<file path="src/shbb_pkg.sv">
// Package for the staged heater bang-bang controller.
// Holds mode/phase codes, shared structs and field widths; no dependencies.
`timescale 1ns / 1ps

package shbb_pkg;

	localparam int TEMP_W     = 15;
	localparam int TARGET_W   = 14;
	localparam int OFFSET_W   = 9;
	localparam int SECONDS_W  = 19;
	localparam int INTERVAL_W = 16;
	localparam int CMP_W      = 16;  // signed width for temperature compares
	localparam int CFG_ADDR_W = 3;
	localparam int CFG_DATA_W = 19;
	localparam int IN_DATA_W  = 24;
	localparam int OUT_DATA_W = 40;

	localparam logic [INTERVAL_W-1:0] ELAPSED_MAX = {INTERVAL_W{1'b1}};

	// Register indexes of the configuration port
	localparam logic [CFG_ADDR_W-1:0] REG_TARGET = 3'd0;
	localparam logic [CFG_ADDR_W-1:0] REG_OFFSET = 3'd1;
	localparam logic [CFG_ADDR_W-1:0] REG_COOK   = 3'd2;
	localparam logic [CFG_ADDR_W-1:0] REG_SHORT  = 3'd3;
	localparam logic [CFG_ADDR_W-1:0] REG_PEAK   = 3'd4;

	// Reset values of the configuration registers
	localparam logic [TARGET_W-1:0]   TARGET_RST = 14'd5000;
	localparam logic [OFFSET_W-1:0]   OFFSET_RST = 9'd66;
	localparam logic [SECONDS_W-1:0]  COOK_RST   = 19'd3600;
	localparam logic [INTERVAL_W-1:0] SHORT_RST  = 16'd1000;
	localparam logic [INTERVAL_W-1:0] PEAK_RST   = 16'd60000;

	typedef enum logic [1:0] {
		MODE_IDLE = 2'd0,
		MODE_COOK = 2'd1,
		MODE_DONE = 2'd2
	} mode_t;

	typedef enum logic [1:0] {
		PH_PREHEAT = 2'd0,
		PH_PEAK    = 2'd1,
		PH_HOLD    = 2'd2
	} phase_t;

	typedef struct packed {
		logic [TARGET_W-1:0]   target;
		logic [OFFSET_W-1:0]   offset;
		logic [SECONDS_W-1:0]  cook_seconds;
		logic [INTERVAL_W-1:0] short_interval;
		logic [INTERVAL_W-1:0] peak_interval;
	} cfg_t;

	typedef struct packed {
		mode_t                     mode;
		phase_t                    phase;
		logic [SECONDS_W-1:0]      countdown;
		logic [INTERVAL_W-1:0]     elapsed;
		logic signed [TEMP_W-1:0]  held;
		logic signed [TEMP_W-1:0]  prior;
		logic                      relay;
	} ctl_state_t;

	typedef struct packed {
		logic                      heater_on;
		mode_t                     cook_mode;
		phase_t                    heat_phase;
		logic [SECONDS_W-1:0]      seconds_left;
		logic signed [TEMP_W-1:0]  sampled_temp_centi;
		logic                      sample_taken;
	} result_t;

endpackage

</file>
<file path="src/staged_heater_bang_bang_controller.sv">
// Staged heater bang-bang controller, one transaction per millisecond tick.
// The input transaction is held in the input register, its result in the result register.
// Throughput: one transaction per cycle while the result side accepts; the cook state is registered and fed back.
// Reset (arst_n low, asynchronous): idle, preheat, heater off, counters and samples
// cleared, configuration registers back to their defaults. Depends on shbb_pkg.
`timescale 1ns / 1ps

module staged_heater_bang_bang_controller import shbb_pkg::*; (
	input  logic                  clk,
	input  logic                  arst_n,
	// input stream
	input  logic                  s_axis_tvalid,
	output logic                  s_axis_tready,
	// [14:0] temperature_centi, [15] button_press, [16] second_pulse, [23:17] zero
	input  logic [IN_DATA_W-1:0]  s_axis_tdata,
	// result stream
	output logic                  m_axis_tvalid,
	input  logic                  m_axis_tready,
	// [0] heater_on, [2:1] cook_mode, [4:3] heat_phase, [23:5] seconds_left,
	// [38:24] sampled_temp_centi, [39] sample_taken
	output logic [OUT_DATA_W-1:0] m_axis_tdata,
	// configuration write port
	input  logic                  cfg_we,
	input  logic [CFG_ADDR_W-1:0] cfg_addr,
	input  logic [CFG_DATA_W-1:0] cfg_wdata
);

	cfg_t cfg;

	shbb_cfg u_cfg (
		.clk    (clk),
		.arst_n (arst_n),
		.we     (cfg_we),
		.addr   (cfg_addr),
		.wdata  (cfg_wdata),
		.cfg    (cfg)
	);

	// Stage 1: registered input transaction
	logic                     valid_s1;
	logic signed [TEMP_W-1:0] temp_s1;
	logic                     press_s1;
	logic                     pulse_s1;

	// Stage 2: result register feeding the master side
	logic                     valid_s2;
	result_t                  res_s2;

	// Cook state, updated once per processed tick
	ctl_state_t               state_q;
	ctl_state_t               state_nxt;
	result_t                  res_nxt;

	logic                     advance;
	logic                     in_accept;

	// Stage 1 moves on whenever the result register is empty or being drained,
	// so a waiting result never blocks the next input transaction by itself.
	assign advance       = valid_s1 && (!valid_s2 || m_axis_tready);
	assign s_axis_tready = !valid_s1 || advance;
	assign in_accept     = s_axis_tvalid && s_axis_tready;

	always_ff @(posedge clk or negedge arst_n) begin
		if (!arst_n)
			valid_s1 <= 1'b0;
		else if (s_axis_tready)
			valid_s1 <= s_axis_tvalid;
	end

	always_ff @(posedge clk) begin
		if (in_accept) begin
			temp_s1  <= s_axis_tdata[TEMP_W-1:0];
			press_s1 <= s_axis_tdata[TEMP_W];
			pulse_s1 <= s_axis_tdata[TEMP_W+1];
		end
	end

	shbb_step u_step (
		.cur   (state_q),
		.cfg   (cfg),
		.temp  (temp_s1),
		.press (press_s1),
		.pulse (pulse_s1),
		.nxt   (state_nxt),
		.res   (res_nxt)
	);

	// State commits exactly when its tick's result is written to stage 2.
	always_ff @(posedge clk or negedge arst_n) begin
		if (!arst_n) begin
			state_q.mode      <= MODE_IDLE;
			state_q.phase     <= PH_PREHEAT;
			state_q.countdown <= '0;
			state_q.elapsed   <= '0;
			state_q.held      <= '0;
			state_q.prior     <= '0;
			state_q.relay     <= 1'b0;
		end else if (advance) begin
			state_q <= state_nxt;
		end
	end

	always_ff @(posedge clk or negedge arst_n) begin
		if (!arst_n)
			valid_s2 <= 1'b0;
		else if (advance)
			valid_s2 <= 1'b1;
		else if (m_axis_tready)
			valid_s2 <= 1'b0;
	end

	always_ff @(posedge clk) begin
		if (advance)
			res_s2 <= res_nxt;
	end

	assign m_axis_tvalid = valid_s2;
	assign m_axis_tdata  = {res_s2.sample_taken,
	                        res_s2.sampled_temp_centi,
	                        res_s2.seconds_left,
	                        res_s2.heat_phase,
	                        res_s2.cook_mode,
	                        res_s2.heater_on};

endmodule

</file>
<file path="src/shbb_cfg.sv">
// Configuration register file of the heater controller.
// Depends on shbb_pkg for register indexes, widths and reset values.
`timescale 1ns / 1ps

module shbb_cfg import shbb_pkg::*; (
	input  logic                  clk,
	input  logic                  arst_n,
	input  logic                  we,
	input  logic [CFG_ADDR_W-1:0] addr,
	input  logic [CFG_DATA_W-1:0] wdata,
	output cfg_t                  cfg
);

	cfg_t cfg_q;

	always_ff @(posedge clk or negedge arst_n) begin
		if (!arst_n) begin
			cfg_q.target         <= TARGET_RST;
			cfg_q.offset         <= OFFSET_RST;
			cfg_q.cook_seconds   <= COOK_RST;
			cfg_q.short_interval <= SHORT_RST;
			cfg_q.peak_interval  <= PEAK_RST;
		end else if (we) begin
			unique case (addr)
				REG_TARGET: cfg_q.target         <= wdata[TARGET_W-1:0];
				REG_OFFSET: cfg_q.offset         <= wdata[OFFSET_W-1:0];
				REG_COOK:   cfg_q.cook_seconds   <= wdata[SECONDS_W-1:0];
				REG_SHORT:  cfg_q.short_interval <= wdata[INTERVAL_W-1:0];
				REG_PEAK:   cfg_q.peak_interval  <= wdata[INTERVAL_W-1:0];
				default: ;  // unused indexes are dropped
			endcase
		end
	end

	assign cfg = cfg_q;

endmodule

</file>
<file path="src/shbb_step.sv">
// Next-state and result logic of the heater controller for one tick.
// Purely combinational; depends on shbb_pkg for types and codes.
`timescale 1ns / 1ps

module shbb_step import shbb_pkg::*; (
	input  ctl_state_t               cur,
	input  cfg_t                     cfg,
	input  logic signed [TEMP_W-1:0] temp,
	input  logic                     press,
	input  logic                     pulse,
	output ctl_state_t               nxt,
	output result_t                  res
);

	logic                    took;
	logic [INTERVAL_W-1:0]   interval;
	logic [INTERVAL_W-1:0]   elapsed_inc;
	logic                    due;
	logic signed [CMP_W-1:0] temp_x;
	logic signed [CMP_W-1:0] target_x;
	logic signed [CMP_W-1:0] threshold;

	// interval timer: saturating increment, sample when past the interval
	assign interval    = (cur.phase == PH_PEAK) ? cfg.peak_interval : cfg.short_interval;
	assign elapsed_inc = (cur.elapsed == ELAPSED_MAX) ? ELAPSED_MAX
	                                                  : cur.elapsed + 1'b1;
	assign due         = elapsed_inc > interval;

	assign temp_x    = CMP_W'(temp);
	assign target_x  = signed'({{(CMP_W-TARGET_W){1'b0}}, cfg.target});
	assign threshold = target_x - signed'({{(CMP_W-OFFSET_W){1'b0}}, cfg.offset});

	// next state
	always_comb begin
		nxt  = cur;
		took = 1'b0;
		unique case (cur.mode)
			MODE_IDLE: begin
				if (press) begin
					nxt.mode      = MODE_COOK;
					nxt.phase     = PH_PREHEAT;
					nxt.countdown = cfg.cook_seconds;
					nxt.elapsed   = '0;
					nxt.prior     = '0;
					nxt.held      = temp;
					nxt.relay     = 1'b1;
					took          = 1'b1;
				end
			end
			MODE_COOK: begin
				if (press) begin
					nxt.mode  = MODE_IDLE;
					nxt.phase = PH_PREHEAT;
					nxt.relay = 1'b0;
				end else begin
					nxt.elapsed = due ? '0 : elapsed_inc;
					if (due) begin
						nxt.held = temp;
						took     = 1'b1;
					end
					case (cur.phase)
						PH_PREHEAT: begin
							if (due && temp_x > threshold) begin
								nxt.phase   = PH_PEAK;
								nxt.elapsed = ELAPSED_MAX;
								nxt.relay   = 1'b0;
							end
						end
						PH_PEAK: begin
							if (due) begin
								nxt.prior = temp;
								if (temp < cur.prior) begin
									nxt.phase   = PH_HOLD;
									nxt.elapsed = ELAPSED_MAX;
								end
							end
						end
						default: begin
							if (due)
								nxt.relay = temp_x < target_x;
						end
					endcase
					// countdown only moves if hold was the phase at tick start
					if (pulse && cur.phase == PH_HOLD && cur.countdown != '0)
						nxt.countdown = cur.countdown - 1'b1;
					if (nxt.countdown == '0) begin
						nxt.mode  = MODE_DONE;
						nxt.relay = 1'b0;
					end
				end
			end
			MODE_DONE: begin
				if (press) begin
					nxt.mode  = MODE_IDLE;
					nxt.phase = PH_PREHEAT;
					nxt.relay = 1'b0;
				end
			end
			default: nxt = cur;
		endcase
	end

	// result fields
	always_comb begin
		res.heater_on          = nxt.relay;
		res.cook_mode          = nxt.mode;
		res.heat_phase         = nxt.phase;
		res.seconds_left       = nxt.countdown;
		res.sampled_temp_centi = nxt.held;
		res.sample_taken       = took;
	end

endmodule

</file>
<file path="config.mk">
export PLATFORM = sky130hd
export DESIGN_NAME = staged_heater_bang_bang_controller
export DESIGN_NICKNAME = d
export VERILOG_FILES = /design/src/shbb_pkg.sv /design/src/staged_heater_bang_bang_controller.sv /design/src/shbb_cfg.sv /design/src/shbb_step.sv
export SDC_FILE = /design/constraint.sdc
export NUM_CORES = 1
export LEC_CHECK = 0
export BUFFER_PORTS_ARGS = -buffer_cell sky130_fd_sc_hd__buf_2
export CAP_MARGIN = 20
export CORE_ASPECT_RATIO = 1.75
export CORE_MARGIN = 5
export CORE_UTILIZATION = 61
export DETAILED_ROUTE_END_ITERATION = 16
export PLACE_DENSITY = 0.83
export SETUP_SLACK_MARGIN = 0.02
export SLEW_MARGIN = 5
export SYNTH_ARGS = -nofsm -noshare
export SYNTH_HDL_FRONTEND = slang
export SYNTH_SLANG_ARGS = --single-unit
</file>
<file path="constraint.sdc">
create_clock -name clk -period 5.5 [get_ports clk]
set_input_delay 0.275 -clock clk [delete_from_list [all_inputs] [get_ports clk]]
set_output_delay 0.275 -clock clk [all_outputs]
set_load 0.01 [all_outputs]
</file>
==> results.md <==
* Fillcell total at 1369
* Syn. warnings at 0
* Core footprint at 0.0187 mm^2
* Synth Area in XOR/XNOR at 1.89%
* Area grow syn2layout at 12.9%
* Drt pass-1 iters at 6
* Register area share after synthesis at 46.7%
* Tmin final at 4.81 ns
* First-pass GRT wire length at 45.6 mm
* Critical path's most frequent cell: ha_1
* Startpoint Class: flop
* Clock root buffer: clkbuf_16
* Post-route cell area at 0.0130 mm^2
* Final HPWL DP at 19.5 mm
* VDD IR max at 0.325 mV
* CTS clock-pin slew for the worst setup and hold paths at 0.06 ns
* Rows at 66
* Top cell type's share of synthesized area at 26.4%
* Compound-Gate Fraction of Synth Area at 14.6%
* Cell Chain, Critical Path: ha_1, and3_1, and3_2, nand3_4, or4_1, nand3_1, ha_1, a21oi_1, nand2_1, a221oi_1, o211ai_2, and2_1, buf_4, nand4b_1, a21o_1, o311ai_2
* Die Ht at 192 um
* Rel. slew slack at 34.9%
* Final period util at 87.5%
* Worst path slowest cell: or4_1
* Antenna violations before repair at 0
* Clk_skew at 0.0193 ns
* Final setup fails at 0
* Total Routing Usage GR at 26.0%
* DR WL/cell at 20.0 um
* Routed WL at 28.1 mm
* Die width at 114 um
* Clk sinks at 203
* Critical path class: flop to flop
* Antenna diodes at 0
* Worst-path fanout max at 17
* Required @ worst endpoint at 5.84 ns
* Mux contribution to synthesized area at 11.6%
* Iteration-0 DRC Markers at 498
* Routability congestion estimate from global placement at 0.925
* Leakage at 5.69 nW
* WP data arrival at 5.15 ns
* # IOs at 93
* Post-synth ARST share at 71.9%
* Post-Route Utilization at 69.9%
* Commonest non-fill, non-tap cells in the layout: dfrtp_1 (122), nand2_1 (121), mux2_2 (92), buf_2 (84), o21ai_0 (73)
* RSZ-0062 raised after global routing: no
* DR vias/cell at 6.22
* Register bit total from synthesis at 203
* Largest family of logic cells by synthesized area: compound AO/OA/AOI/OAI gates
* Synth Instances at 1064
* Number of synthesized flops with an enable pin at 57
* Status: finished, final reports clean
* Commonest non-fill, non-tap cell in the layout: dfrtp_1
* Avg Inst Size Synth at 10.9 um^2
* TritonCTS clock tree: yes
* H-tree levels at 1
* Cell Area, Synth at 0.0116 mm^2
* Num CTS Buffers at 20
* CTS resizes at 0
* Vias in the first global route at 8972
* Post-place instance area at 0.0122 mm^2
* Layout net count at 1272
* PwrDens at 459 mW/mm^2
* Slew Limit Fails at 0
* Max Cap Viol at 0
* Layout Cells excl Fill at 1402
* Cells after DPL at 1347
* DRC at 0
* Slew @ Worst Pin at 0.972 ns
* Grt ovf at 0
* Remaining antenna violation count at 0
* CP max stage delay at 0.81 ns
* Post-synth cell types at 92
* Die area at 0.0219 mm^2
* Fraction of layout cells with a size suffix above 1 at 24.7%
* Synth Area in Simple Gates at 13.3%
* Post-Synth Adder-Cell Area at 7.75%
* Setup TNS at 0 ns
* Syn Nets at 1186
* Hold Path Class: primary input to flop
* Insertion delay to the later sink of the worst-skew pair at 0.50 ns
* Vias post-DR at 8716
* Predominant post-synthesis flop cell: dfrtp_1
* Initial Util at 61.9%
* Largest net degree at the start of global routing at 102
* Setup bufs post-CTS at 0
* Clock tree buffer depth at 3
* # port buffers at 85
* Max Freq at 208 MHz
* Final Hold Fails at 0
* Leading area contributor after synthesis: dfrtp_1
* Largest cells by area after synthesis: dfrtp_1 (26%), edfxtp_1 (15%), mux2_2 (9.0%), ha_1 (7.6%), dfstp_2 (5.5%)
* CP endpoint kind: flop
* Hold Slack at 0.0204 ns
## registers in the layout, summed over array words and instances (netlist names)
| register | count |
|---|---|
| state_q | 70 |
| pulse_s1 | 1 |
| temp_s1 | 15 |
| m_axis_tvalid | 1 |
| valid_s1 | 1 |
| press_s1 | 1 |
| m_axis_tdata | 40 |
| u_cfg.cfg | 74 |
## synthesized netlist by cell type (5+ instances only)
cell type / instances
inv_1: 55
mux2i_1: 19
xnor2_1: 16
nand2_1: 121
nor2_1: 50
a22o_1: 8
or4_1: 5
nand3_1: 20
a31oi_1: 5
edfxtp_1: 57
nand2b_1: 11
ha_1: 70
a21o_1: 19
o211ai_1: 9
dfstp_2: 24
buf_2: 8
buf_6: 6
nand4_1: 13
dfrtp_1: 122
mux2_2: 92
a211oi_1: 6
clkbuf_1: 32
o21ai_0: 73
a21oi_1: 46
nor4_1: 6
xor2_1: 9
nor3_1: 14
nor2b_1: 5
a22oi_1: 21
and2_1: 8
mux2_4: 5
## metal layers
metal  routed length, um  track usage, %  vias up
met5                   0               0        -
li1                    -               -     4060
met1               10200            29.8     4287
met2               15200            48.1      280
met3                1260            2.68       89
met4                1400            12.0        0
## critical path, delay by kind of cell, from the launching register on
family,cells,cell delay (ns)
and+or+nand+nor,8,2.10
AOI/OAI and AO/OA,5,1.41
adders and majority gates,2,0.53
DFF,1,0.39
buffers and inverters,1,0.19
## stage by stage
step | power [mW] | worst slack (ns)
floorplan | 3.98 | 1.32
global placement | 4.43 | 0.811
detailed placement | 4.54 | 0.732
CTS | 6.01 | 0.696
global route | 6.37 | 0.310
finish | 5.99 | 0.689
## where the power goes
part | internal, mW | switching, mW
clock network | 0.858 | 0.571
logic | 0.980 | 1.15
registers | 2.03 | 0.399
total | 3.87 | 2.12
## cell families (layout without fill, tap and decap cells)
family / Yosys count / after routing
and+or+nand+nor: 291 / 291
adders and majority gates: 71 / 71
buffers and inverters: 110 / 210
AOI/OAI and AO/OA: 244 / 244
DFF: 203 / 203
muxes: 120 / 120
xor gates and xnor gates: 25 / 25
## layout make-up
class	count	area [um^2]	area share, %
timing repair buffer	118	727	5.57
inverter	56	210	1.61
tap	238	298	2.28
clock inverter	4	47.5	0.364
multi-input combinational	751	5720	43.8
sequential	203	5400	41.4
clock buffer	32	649	4.98
## what timing repair did
| action | CTS | global route |
|---|---|---|
| hold buffers | 19 | 0 |
| endpoints found under the setup margin | 0 | 0 |
| hold endpoints to repair | 95 | 0 |
## final timing paths
path / startpoint / endpoint / slack, ns / depth (start not counted)
min reg2reg: state_q[9] / state_q[9] / 0.48 / 2
min: cfg_wdata[18] / u_cfg.cfg[50] / 0.02 / 2
min in group asynchronous: arst_n / u_cfg.cfg[61] / 0.42 / 2
max reg2reg: state_q[31] / state_q[31] / 0.69 / 16
max in group asynchronous: arst_n / state_q[23] / 3.90 / 3
max: state_q[31] / state_q[31] / 0.69 / 16
Note: power is estimated with default switching activity, not from simulation.
